### src/rtl/srts_pkg.sv
// ----------------------------------------------------------------------------
// srts_pkg
// Types and constants shared by the sorted record table search block.
// ----------------------------------------------------------------------------
package srts_pkg;

  localparam int unsigned MAX_RECORDS = 256;
  localparam int unsigned IDX_W       = $clog2(MAX_RECORDS);
  localparam int unsigned CNT_W       = IDX_W + 1;
  localparam int unsigned KEY_W       = 64;
  localparam int unsigned INFO_W      = 48;
  localparam int unsigned CFG_IDX_W   = 4;
  localparam int unsigned CFG_DATA_W  = 32;

  typedef enum logic [1:0] {
    CMD_LOAD  = 2'd0,
    CMD_FIND  = 2'd1,
    CMD_CLEAR = 2'd2,
    CMD_NONE  = 2'd3
  } cmd_e;

  typedef enum logic [1:0] {
    ST_LOADED = 2'd0,
    ST_FOUND  = 2'd1,
    ST_MISS   = 2'd2,
    ST_FULL   = 2'd3
  } status_e;

  typedef enum logic [CFG_IDX_W-1:0] {
    REG_TABLE_BASE  = 4'd0,
    REG_STRING_BASE = 4'd1
  } cfg_reg_e;

  typedef enum logic [1:0] {
    S_IDLE,
    S_SEARCH,
    S_RESULT
  } state_e;

  typedef struct packed {
    logic [1:0]  cmd;
    logic [15:0] platform_id;
    logic [15:0] encoding_id;
    logic [15:0] language_id;
    logic [15:0] name_id;
    logic [15:0] record_length;
    logic [15:0] record_offset;
  } in_item_t;

  typedef struct packed {
    logic [1:0]  status;
    logic [15:0] found_length;
    logic [31:0] found_address;
  } out_item_t;

  typedef struct packed {
    logic             we;
    logic [IDX_W-1:0] waddr;
    logic [IDX_W-1:0] raddr;
  } mem_req_t;

endpackage

### src/rtl/srts_ctrl.sv
// ----------------------------------------------------------------------------
// srts_ctrl
// Command sequencer: record append and clear, binary search probes, config registers
// and the result/output registers.
// ----------------------------------------------------------------------------
module srts_ctrl import srts_pkg::*; (
  input  logic                  clk_i,
  input  logic                  rst_ni,
  input  logic                  in_valid_i,
  output logic                  in_stall_o,
  input  in_item_t              in_item_i,
  output logic                  out_valid_o,
  input  logic                  out_stall_i,
  output out_item_t             out_item_o,
  input  logic                  cfg_valid_i,
  output logic                  cfg_ready_o,
  input  logic [CFG_IDX_W-1:0]  cfg_index_i,
  input  logic [CFG_DATA_W-1:0] cfg_data_i,
  output mem_req_t              mem_req_o,
  output logic [KEY_W-1:0]      key_wdata_o,
  output logic [INFO_W-1:0]     info_wdata_o,
  input  logic [KEY_W-1:0]      key_rdata_i,
  input  logic [INFO_W-1:0]     info_rdata_i
);

  state_e           state_q, state_d;
  logic [CNT_W-1:0] count_q, count_d;
  logic [CNT_W-1:0] lo_q, lo_d, hi_q, hi_d;
  logic [IDX_W-1:0] mid_q, mid_d;
  logic [KEY_W-1:0] key_q, key_d, in_key;
  out_item_t        res_q, res_d, out_q;
  logic             out_valid_q, out_load;
  logic [31:0]      table_base_q;
  logic [15:0]      string_base_q;
  logic [CNT_W-1:0] nlo, nhi;
  logic [CNT_W:0]   msum;

  assign in_key = {in_item_i.platform_id, in_item_i.encoding_id,
                   in_item_i.language_id, in_item_i.name_id};

  assign in_stall_o   = (state_q != S_IDLE);
  assign cfg_ready_o  = 1'b1;
  assign key_wdata_o  = in_key;
  assign info_wdata_o = {in_item_i.record_length,
                         table_base_q + {16'd0, string_base_q}
                         + {16'd0, in_item_i.record_offset}};
  assign out_valid_o  = out_valid_q;
  assign out_item_o   = out_q;

  always_comb begin
    state_d   = state_q;
    count_d   = count_q;
    lo_d      = lo_q;
    hi_d      = hi_q;
    mid_d     = mid_q;
    key_d     = key_q;
    res_d     = res_q;
    out_load  = 1'b0;
    mem_req_o = '0;
    nlo       = lo_q;
    nhi       = hi_q;
    msum      = '0;
    case (state_q)
      S_IDLE: begin
        if (in_valid_i) begin
          res_d        = '0;
          res_d.status = ST_LOADED;
          state_d      = S_RESULT;
          case (cmd_e'(in_item_i.cmd))
            CMD_LOAD: begin
              if (count_q == CNT_W'(MAX_RECORDS)) begin
                res_d.status = ST_FULL;
              end else begin
                mem_req_o.we    = 1'b1;
                mem_req_o.waddr = count_q[IDX_W-1:0];
                count_d         = count_q + 1'b1;
              end
            end
            CMD_FIND: begin
              key_d = in_key;
              lo_d  = '0;
              hi_d  = count_q;
              if (count_q == '0) begin
                res_d.status = ST_MISS;
              end else begin
                mid_d           = count_q[CNT_W-1:1];
                mem_req_o.raddr = count_q[CNT_W-1:1];
                state_d         = S_SEARCH;
              end
            end
            CMD_CLEAR: begin
              count_d = '0;
            end
            default: begin
              res_d.status = ST_MISS;
            end
          endcase
        end
      end
      S_SEARCH: begin
        if (key_q == key_rdata_i) begin
          res_d.status        = ST_FOUND;
          res_d.found_length  = info_rdata_i[47:32];
          res_d.found_address = info_rdata_i[31:0];
          state_d             = S_RESULT;
        end else begin
          if (key_q < key_rdata_i) begin
            nhi = {1'b0, mid_q};
          end else begin
            nlo = {1'b0, mid_q} + 1'b1;
          end
          lo_d = nlo;
          hi_d = nhi;
          msum = {1'b0, nlo} + {1'b0, nhi};
          if (nlo < nhi) begin
            mid_d           = msum[IDX_W:1];
            mem_req_o.raddr = msum[IDX_W:1];
          end else begin
            res_d.status = ST_MISS;
            state_d      = S_RESULT;
          end
        end
      end
      S_RESULT: begin
        if (!out_valid_q || !out_stall_i) begin
          out_load = 1'b1;
          state_d  = S_IDLE;
        end
      end
      default: state_d = S_IDLE;
    endcase
  end

  always_ff @(posedge clk_i or negedge rst_ni) begin
    if (!rst_ni) begin
      state_q     <= S_IDLE;
      count_q     <= '0;
      out_valid_q <= 1'b0;
    end else begin
      state_q <= state_d;
      count_q <= count_d;
      if (out_load) begin
        out_valid_q <= 1'b1;
      end else if (!out_stall_i) begin
        out_valid_q <= 1'b0;
      end
    end
  end

  always_ff @(posedge clk_i or negedge rst_ni) begin
    if (!rst_ni) begin
      table_base_q  <= '0;
      string_base_q <= '0;
    end else if (cfg_valid_i) begin
      case (cfg_reg_e'(cfg_index_i))
        REG_TABLE_BASE:  table_base_q  <= cfg_data_i;
        REG_STRING_BASE: string_base_q <= cfg_data_i[15:0];
        default: ;
      endcase
    end
  end

  always_ff @(posedge clk_i) begin
    lo_q  <= lo_d;
    hi_q  <= hi_d;
    mid_q <= mid_d;
    key_q <= key_d;
    res_q <= res_d;
    if (out_load) begin
      out_q <= res_q;
    end
  end

  a_count_bound: assert property (@(posedge clk_i) disable iff (!rst_ni)
    count_q <= CNT_W'(MAX_RECORDS))
    else $error("record count above table size");

  a_search_window: assert property (@(posedge clk_i) disable iff (!rst_ni)
    state_q == S_SEARCH |-> lo_q < hi_q && hi_q <= count_q)
    else $error("search window empty or beyond count");

  a_probe_in_window: assert property (@(posedge clk_i) disable iff (!rst_ni)
    state_q == S_SEARCH |-> {1'b0, mid_q} >= lo_q && {1'b0, mid_q} < hi_q)
    else $error("probe index outside search window");

  a_write_not_full: assert property (@(posedge clk_i) disable iff (!rst_ni)
    mem_req_o.we |=> count_q == $past(count_q) + 1'b1)
    else $error("append did not advance record count");

endmodule

### config.mk
export PLATFORM = sky130hd
export DESIGN_NAME = srts_ctrl
export DESIGN_NICKNAME = d
export VERILOG_FILES = /design/src/rtl/srts_pkg.sv /design/src/rtl/srts_ctrl.sv
export SDC_FILE = /design/constraint.sdc
export NUM_CORES = 1
export LEC_CHECK = 0
export BUFFER_PORTS_ARGS = -buffer_cell sky130_fd_sc_hd__buf_2
export CAP_MARGIN = 10
export CORE_ASPECT_RATIO = 1.75
export CORE_MARGIN = 8
export CORE_UTILIZATION = 50
export CTS_CLUSTER_SIZE = 25
export DETAILED_ROUTE_END_ITERATION = 16
export HOLD_SLACK_MARGIN = 0.08
export PLACE_DENSITY = 0.83
export RECOVER_POWER = 25
export SLEW_MARGIN = 20
export SYNTH_ARGS = -nofsm -noshare
export SYNTH_HDL_FRONTEND = slang
export SYNTH_SLANG_ARGS = --single-unit
export TNS_END_PERCENT = 1
### constraint.sdc
create_clock -name clk_i -period 10.2 [get_ports clk_i]
set_input_delay 1.02 -clock clk_i [delete_from_list [all_inputs] [get_ports clk_i]]
set_output_delay 1.02 -clock clk_i [all_outputs]
set_load 0.02 [all_outputs]
==> results of run 1 <==
[through the flow]
step	cell area [um^2]	hold WS (ps)
after global routing	16000	421
after CTS	16000	411
final	16000	412
after floorplan	13400	400
after detailed placement	15200	405
after global placement	15200	401
[cell usage in the layout (no fill, tap or decap), drive strengths merged, types with 7 or more instances in the layout]
cell type,netlist,layout
a21oi,61,61
fa,17,17
nor3,16,16
and3,7,7
edfxtp,190,190
ha,99,99
o21ai,34,34
dfrtp,60,60
a21o,13,13
nand4,18,18
inv,98,100
a32o,7,7
clkinv,0,7
xor2,18,18
buf,84,375
xnor2,27,27
nand3,19,19
nand2,74,74
nor2,44,44
and2,67,67
clkbuf,19,61
mux2i,8,8
mux2,47,47
nand2b,8,8
[critical path, stage by stage]
cell and delay [ps]:
buf_2 70, inv_1 30, ha_1 300, nand4_1 190, nor4_1 670, nand2_1 220, a2bb2oi_1 220, nand2_1 650
mux2i_1 360, inv_1 70, ha_1 340, inv_1 90, a21oi_1 160, o21bai_1 70, a2111o_1 400, o221ai_1 130
o2111ai_1 160, mux2_4 320, a21oi_4 380, a32o_1 260, buf_2 180
[cells by family after synthesis]
group                      synth area share, %
and+or+nand+nor                           10.6
buffers and inverters                     7.92
DFF                                       53.6
muxes                                     4.56
xor gates and xnor gates                  2.93
other                                   0.0279
adders and majority gates                 11.7
AOI/OAI and AO/OA                         8.57
[layer usage]
metal  vias to the layer above  global-route usage (%)  share of wire, %
met2                       439                    40.6                55
li1                       4535                       -                 -
met4                         0                    12.1               5.4
met3                       106                    4.54               6.7
met5                         -                       0                 0
met1                      4542                    19.3                33
[power breakdown]
part	internal [W]	switching, W	total, W
Clock	0.000514	0.000389	0.000903
Combinational	0.000575	0.00103	0.00160
Sequential	0.00142	0.000130	0.00155
Total	0.00251	0.00155	0.00406
[final cells by class]
| class | instances | area share (%) |
|---|---|---|
| Sequential cell | 250 | 45.0 |
| Timing Repair Buffer | 406 | 12.5 |
| Multi-Input combinational cell | 664 | 32.6 |
| Inverter | 98 | 2.29 |
| Clock buffer | 30 | 4.10 |
| Tap cell | 324 | 2.53 |
| Antenna cell | 3 | 0.0468 |
| Clock inverter | 14 | 0.937 |
[how the worst max path moves through the flow]
stage,from,end,slack (ps)
2_1_floorplan,in_item_i[96],mem_req_o[1],2220
3_3_place_gp,key_rdata_i[30],mem_req_o[0],2970
3_5_place_dp,key_rdata_i[30],mem_req_o[0],2740
4_1_cts,key_rdata_i[30],mem_req_o[0],2750
5_1_grt,key_rdata_i[30],mem_req_o[0],2490
6_report,key_rdata_i[30],mem_req_o[0],2860
[flip-flops by register name (all words and copies together), names as in the netlist]
register,count
out_item_o,50
hi_q,9
count_q,9
key_q,64
lo_q,9
mid_q,8
out_valid_o,1
string_base_q,16
table_base_q,32
res_q,50
state_q,2
==> impl_metrics.json, run 1 <==
{
  "outcome": "complete, but fails checks",
  "failed_checks": "capacitance limit, slew limit",
  "row_count": 79,
  "drc_errors": 0,
  "yosysTopAreaCellShare_pct": 42.5,
  "drt_wl_total_mm": 35.3,
  "synth-seq-area-share_pct": 53.6,
  "holdPathEnd": "out_item_o[22]",
  "area_delta_synth_final_pct": 19.3,
  "grt_pass1_vias": 10413,
  "relSlewSlack_pct": -115,
  "layout-drive-gt1-share_pct": 33.1,
  "clkTransAtPathRegs_ps": 70,
  "hold_viol": 0,
  "clock-sinks": 250,
  "port_buffers": 399,
  "cap_violations": 1,
  "rsz0062_at_grt": "no",
  "synth_area_mm2": 0.0134,
  "dp.cells": 1742,
  "synth_area_leader_cell": "edfxtp_1",
  "grt-ovfl-total": 0,
  "fin_crit_ps": 7340,
  "dp_hpwl_mm": 28.1,
  "synth_edf_count": 190,
  "reg2reg_depth": 17,
  "synthesis.nets": 1482,
  "p_total_w": 0.00406,
  "drtAntennaViolNets": 0,
  "min_from": "res_q[22]",
  "fin_cells": 1789,
  "fin_crit_sh_pct": 71.9,
  "gp_congestion": 0.940,
  "grt_max_degree": 68,
  "cts_htree_levels": 1,
  "crit_required_ps": 9180,
  "vias_per_cell": 5.38,
  "routedWlPerCell_um": 19.7,
  "dieWidth_um": 140,
  "antenna_found_initial": 3,
  "hold-path-cell-count": 0,
  "synth_flop_cell": "edfxtp_1",
  "setup_tns_ps": 0,
  "dp_slack_ps": 2740,
  "synth_cells": 1115,
  "critPathMaxFanout": 20,
  "cts-root-buf": "clkbuf_16",
  "nNetsFinal": 1811,
  "worst_pin_slew_ps": 3220,
  "power_density_mw_per_mm2": 253,
  "multi_input_comb_area_mm2": 0.00523,
  "firstDrtPassIters": 5,
  "yosys-top-cells-count": "edfxtp_1, ha_1, inv_1",
  "drv_slew": 61,
  "crit_arrival_ps": 6320,
  "end_kind": "output pin",
  "core_area_mm2": 0.0265,
  "clock_latency_ps": 540,
  "post_cts_buffers": 0,
  "fmax_mhz": 136,
  "grt_pass1_wl_mm": 53.1,
  "async_flop_share_pct": 24.0,
  "regToRegSetupSlack_ps": 4350,
  "synth-seq-cells": 250,
  "hold_path_class": "reg2reg",
  "r2r_end": "mid_q[0]",
  "nFillCells": 2086,
  "setup_viol_count_final": 0,
  "avgSynthCellArea_um2": 12.1,
  "initial_core_util_pct": 50.7,
  "drt-initial-drc-count": 475,
  "ys_types": 68,
  "yosys_warnings": 0,
  "ctsResizeCount": 0,
  "synth.area.top_cells": "edfxtp_1, dfrtp_1, ha_1, buf_4, mux2_2",
  "seqCellArea_mm2": 0.00721,
  "cts_buffer_depth": 3,
  "final_util_pct": 60.5,
  "cts_tree": "yes",
  "die_h_um": 233,
  "cts_made_buffers": 24,
  "crit_type": "in2out",
  "p_leak_nw": 7.27,
  "ioPinCount": 433,
  "cts_hold_buf": 0,
  "r2r-start": "key_q[30]",
  "ir_drop_uv": 159,
  "crit_path_start_kind": "input port",
  "vias": 9622,
  "yosys.cell_count.top_type": "edfxtp_1",
  "fin_skew_ps": 22.0,
  "dieArea_mm2": 0.0326,
  "grt_usage_pct": 20.8,
  "setup_ws_ps": 2860
}
Note: power is estimated with default switching activity, not from simulation.
==> run 2: changes to the inputs <==
==> constraint.sdc (replaced) <==
create_clock -name clk_i -period 7.37 [get_ports clk_i]
set_input_delay 0.737 -clock clk_i [delete_from_list [all_inputs] [get_ports clk_i]]
set_output_delay 0.737 -clock clk_i [all_outputs]
set_load 0.02 [all_outputs]
==> run 2 against run 1 <==
Net effect: the run still ends with capacitance limit, slew limit left; sequential power increased by 38%; clock power increased by 27%; count of clock-buffer cells in the layout unchanged; cell count about the same; sequential cell count unchanged; core utilization decreased by 0.20 points; setup slack got worse by 2200 ps; critical path depth decreased by 1; largest power group unchanged.
==> impl_metrics.json, run 2 (synthesized netlist as in run 1, its figures left out) <==
{
  "outcome": "complete, but fails checks",
  "failed_checks": "capacitance limit, slew limit",
  "grt_max_degree": 66,
  "clock_latency_ps": 520,
  "grt_usage_pct": 21.1,
  "seqCellArea_mm2": 0.00721,
  "post_cts_buffers": 0,
  "vias": 9592,
  "hold_path_class": "in2reg",
  "vias_per_cell": 5.36,
  "nNetsFinal": 1814,
  "drc_errors": 0,
  "drv_slew": 61,
  "p_leak_nw": 7.27,
  "routedWlPerCell_um": 19.7,
  "fmax_mhz": 150,
  "cap_violations": 1,
  "end_kind": "output pin",
  "cts_made_buffers": 24,
  "gp_congestion": 0.962,
  "largest_register_ffs": 64,
  "dieWidth_um": 140,
  "ioPinCount": 433,
  "setup_tns_ps": 0,
  "worst_pin_slew_ps": 3310,
  "crit_type": "reg2out",
  "row_count": 79,
  "critPathMaxFanout": 11,
  "setup_viol_count_final": 0,
  "grt_pass1_vias": 10539,
  "ir_drop_uv": 204,
  "power_density_mw_per_mm2": 344,
  "cts_hold_buf": 0,
  "cts_buffer_depth": 3,
  "clock-sinks": 250,
  "layout_common_cells": "buf_2, edfxtp_1, ha_1",
  "cts-root-buf": "clkbuf_16",
  "cts_tree": "yes",
  "area_delta_synth_final_pct": 18.9,
  "rsz0062_at_grt": "no",
  "relSlewSlack_pct": -120,
  "initial_core_util_pct": 50.7,
  "drtAntennaViolNets": 0,
  "core_area_mm2": 0.0265,
  "fin_crit_ps": 6670,
  "dieArea_mm2": 0.0326,
  "port_buffers": 399,
  "antenna_found_initial": 2,
  "nFillCells": 2158,
  "crit_arrival_ps": 5930,
  "multi_input_comb_area_mm2": 0.00523,
  "crit_path_start_kind": "flop",
  "cts_htree_levels": 1,
  "ctsResizeCount": 0,
  "grt_pass1_wl_mm": 53.8,
  "fin_crit_sh_pct": 90.4,
  "final_util_pct": 60.3,
  "drt-initial-drc-count": 455,
  "crit_required_ps": 6630,
  "dp_hpwl_mm": 28.1,
  "drt_wl_total_mm": 35.3,
  "hold_viol": 0,
  "grt-ovfl-total": 0,
  "die_h_um": 233,
  "layout-drive-gt1-share_pct": 33.2,
  "final_common_cell": "buf_2",
  "largest-register": "key_q",
  "firstDrtPassIters": 5,
  "clkTransAtPathRegs_ps": 70,
  "fin_skew_ps": 14.1
}
## run 2: cell count changes in the layout (fill, tap and decap cells not counted), sizes merged
cell / delta
clkinv: +2
clkbuf: -5
buf: +8
inv: -1
clkinvlp: -2
bufinv: -2
diode: -1
## run 2: final cells by class
cell class / instances / share of cell area (%)
Timing Repair Buffer: 409 / 12.7
Tap cell: 324 / 2.54
Multi-Input combinational cell: 664 / 32.7
Clock buffer: 30 / 4.16
Sequential cell: 250 / 45.1
Inverter: 98 / 2.30
Antenna cell: 2 / 0.0313
Clock inverter: 11 / 0.392
## run 2: worst max-delay path: stages, from the launching register on
cell and delay, ps:
edfxtp_1 440, ha_1 330, nand4_1 150, or4_4 160, a21oi_2 30, a2111oi_2 650, a2bb2oi_1 310, nand2_1 380
mux2i_1 360, inv_1 90, ha_1 360, inv_1 80, a21oi_1 140, o21bai_1 80, a2111o_1 410, o221ai_1 120
o2111ai_1 150, mux2_4 320, a21oi_4 370, a22o_1 260, buf_2 200
## run 2: stage by stage
| stage | power [W] | hold slack (ps) | instance area (um^2) | worst slack [ps] | std cells |
|---|---|---|---|---|---|
| 2_1_floorplan | 0.00366 | 400 | 13400 | 1880 | 1115 |
| 3_3_place_gp | 0.00430 | 401 | 15300 | 884 | 1745 |
| 3_5_place_dp | 0.00438 | 405 | 15300 | 788 | 1745 |
| 4_1_cts | 0.00556 | 371 | 16000 | 681 | 1786 |
| 5_1_grt | 0.00583 | 374 | 16000 | 386 | 1788 |
| 6_report | 0.00550 | 397 | 16000 | 704 | 1788 |
## run 2: path summary, 6_finish.rpt
kind                                    end  slack (ps)           from  cells past startpoint
setup reg to reg                  res_q[48]        1990      key_q[10]                     19
max in group asynchronous  string_base_q[3]        4080         rst_ni                      2
setup / recovery               mem_req_o[1]         700      key_q[10]                     20
min in group asynchronous  table_base_q[24]        1420         rst_ni                      2
hold / removal                    key_q[14]         400  in_item_i[46]                      1
hold reg to reg              out_item_o[36]         410      res_q[36]                      0
## run 2: per-layer routing
layer  GRT usage, %  share of wire, %
met1           20.8                35
met2           40.3                54
met3           4.54               6.2
met4           11.0               4.5
met5              0                 0
## run 2: power by group
group / switching, W / internal [W] / total (W) / leakage [nW]
sequential: 0.000175 / 0.00197 / 0.00214 / 2.54
clock: 0.000516 / 0.000638 / 0.00115 / 0.361
combinational: 0.00141 / 0.000802 / 0.00221 / 4.37
total: 0.00210 / 0.00341 / 0.00550 / 7.27
==> run 3: changes to the inputs <==
--- a/config.mk
+++ b/config.mk
@@ -13,7 +13,7 @@
 export CTS_CLUSTER_SIZE = 25
 export DETAILED_ROUTE_END_ITERATION = 16
 export HOLD_SLACK_MARGIN = 0.08
-export PLACE_DENSITY = 0.83
+export PLACE_DENSITY = 0.78
 export RECOVER_POWER = 25
 export SLEW_MARGIN = 20
 export SYNTH_ARGS = -nofsm -noshare
==> constraint.sdc (replaced) <==
create_clock -name clk_i -period 7.37 [get_ports clk_i]
set_input_delay 0.3685 -clock clk_i [delete_from_list [all_inputs] [get_ports clk_i]]
set_output_delay 0.3685 -clock clk_i [all_outputs]
set_load 0.02 [all_outputs]
==> run 3 against run 2 <==
Net effect: the flow still finishes with violations (capacitance limit, slew limit); sequential power hardly changed; first-iteration DRC count is 7.7% lower; register-to-register slack worse by 320 ps; via count is 5.6% higher; core utilization is 3.2 points higher; critical endpoint is now mem_req_o[5].
==> impl_metrics.json, run 3 (synthesized netlist as in run 1, its figures left out) <==
{
  "outcome": "complete, but fails checks",
  "failed_checks": "capacitance limit, slew limit",
  "port_buffers": 399,
  "fin_crit_ps": 6600,
  "regToRegSetupSlack_ps": 1670,
  "drt-initial-drc-count": 420,
  "drc_errors": 0,
  "area_delta_synth_final_pct": 25.3,
  "antenna_found_initial": 1,
  "endpoint": "mem_req_o[5]",
  "routedWlPerCell_um": 20.3,
  "ir_drop_uv": 199,
  "drv_slew": 96,
  "critPathMaxFanout": 20,
  "hold_path_class": "in2reg",
  "hold_slack_ps": 107,
  "clkPwrFrac_pct": 21.4,
  "grt_pass1_vias": 11190,
  "rsz0062_at_grt": "no",
  "layout-drive-gt1-share_pct": 29.3,
  "core_area_mm2": 0.0265,
  "clock_latency_ps": 540,
  "critical_path.max_stage_delay_ps": 670,
  "cts_htree_levels": 1,
  "hold-path-cell-count": 2,
  "largest_register_ffs": 64,
  "cts_tree": "yes",
  "dieWidth_um": 140,
  "power_density_mw_per_mm2": 332,
  "nNetsFinal": 1902,
  "grt-ovfl-total": 0,
  "cts_buffer_depth": 3,
  "drtAntennaViolNets": 0,
  "crit_required_ps": 7000,
  "p_comb_share_pct": 40.3,
  "largest-register": "key_q",
  "nFillCells": 2019,
  "clkTransAtPathRegs_ps": 70,
  "fmax_mhz": 152,
  "setup_viol_count_final": 0,
  "dp_hpwl_mm": 28.4,
  "cp_cell_sequence": "ha_1 -> nand4_1 -> nor3_2 -> and4_1 -> nand2_1 -> a2bb2oi_1 -> nand2_1 -> mux2i_1 -> inv_1 -> ha_1 -> inv_1 -> a21oi_1 -> o21bai_1 -> a2111o_1 -> o221ai_1 -> o2111ai_1 -> mux2_4 -> a21oi_4 -> a32o_1 -> buf_2",
  "gp_congestion": 0.909,
  "swShare_pct": 38.1,
  "worst_pin_slew_ps": 3350,
  "firstDrtPassIters": 5,
  "setup_tns_ps": 0,
  "die_h_um": 233,
  "cap_violations": 2,
  "drt_wl_total_mm": 38.2,
  "layout_common_cells": "buf_2, edfxtp_1, ha_1",
  "grt_max_degree": 68,
  "crit_arrival_ps": 6230,
  "fin_crit_sh_pct": 89.5,
  "initial_core_util_pct": 50.7,
  "cts_made_buffers": 24,
  "hold_viol": 0,
  "cts-root-buf": "clkbuf_16",
  "p_switching_w": 0.00213,
  "dieArea_mm2": 0.0326,
  "ioPinCount": 433,
  "vias": 10129,
  "end_kind": "output pin",
  "seqPwrFrac_pct": 38.3,
  "final_util_pct": 63.6,
  "crit_slowest_cell": "nand2_1",
  "crit_path_start_kind": "flop",
  "r2r-start": "key_q[62]",
  "vias_per_cell": 5.40,
  "relSlewSlack_pct": -124,
  "grt_usage_pct": 23.1,
  "p_leak_nw": 7.55,
  "row_count": 79,
  "grt_pass1_wl_mm": 58.7,
  "r2r_end": "res_q[48]",
  "fin_skew_ps": 34.5,
  "cp-startpoint": "key_q[62]",
  "final_common_cell": "buf_2",
  "reg2reg_depth": 19,
  "crit_type": "reg2out",
  "post_cts_buffers": 0,
  "ctsResizeCount": 0,
  "internal_power_w": 0.00346,
  "clock-sinks": 250
}
run 3: changes by cell type in the layout (fill, tap and decap cells not counted), moves of 3 or more:
cell	delta
buf_2	-27
buf_4	-3
clkbuf_1	+26
clkinv_1	+5
clkinv_2	-3
clkinvlp_4	+3
dlygate4sd3_1	+90
run 3: worst max-delay path, delay by kind of cell (launching register included):
kind | cells | cell delay (ps)
simple gates | 5 | 1820
compound gates | 8 | 1770
mux | 2 | 680
fa+ha+maj | 2 | 670
flops | 1 | 410
buf+inv | 3 | 340
run 3: per-layer routing:
layer	share of wire (%)	track usage (%)	wire length, um	vias up
met2	54	43.6	20500	488
li1	-	-	-	4726
met5	0	0	0	-
met1	34	22.4	12900	4804
met4	5.1	12.8	1930	0
met3	7.3	5.73	2810	111
run 3: power by group through the flow:
stage,logic (W),clock network [W],registers (W)
3_5_place_dp,0.00222,0,0.00217
3_3_place_gp,0.00218,0,0.00216
4_1_cts,0.00227,0.00123,0.00215
6_report,0.00225,0.00120,0.00214
5_1_grt,0.00246,0.00127,0.00218
2_1_floorplan,0.00141,0,0.00225
run 3: stage by stage:
step                instance area (um^2)  power (W)  setup WS (ps)  cells
detailed placement                 15200    0.00439           1300   1743
floorplan                          13400    0.00366            505   1115
finish                             16800    0.00559            770   1877
CTS                                16900    0.00564            820   1876
global placement                   15200    0.00434           1420   1743
global route                       16800    0.00591            466   1877
run 3: layout make-up:
| type | count | area [um^2] | share of cell area, % |
|---|---|---|---|
| Timing Repair Buffer | 497 | 2890 | 17.1 |
| Clock buffer | 25 | 604 | 3.59 |
| Tap cell | 324 | 405 | 2.41 |
| Clock inverter | 18 | 156 | 0.929 |
| Antenna cell | 1 | 2.50 | 0.0149 |
| Multi-Input combinational cell | 664 | 5210 | 30.9 |
| Sequential cell | 250 | 7210 | 42.8 |
| Inverter | 98 | 368 | 2.18 |
run 3: worst min path at each step:
stage                           from                to  slack, ps
floorplan                     rst_ni        count_q[0]         70
global placement           res_q[18]    out_item_o[18]        400
detailed placement         res_q[23]    out_item_o[23]        400
CTS                    cfg_data_i[9]   table_base_q[9]         80
global route        info_rdata_i[23]         res_q[23]         90
finish                cfg_data_i[27]  table_base_q[27]        110
run 3: timing repair:
item / 4_1_cts / 5_1_grt
hold endpoints to repair: 155 / 0
hold buffers: 90 / 0
endpoints found under the setup margin: 0 / 0
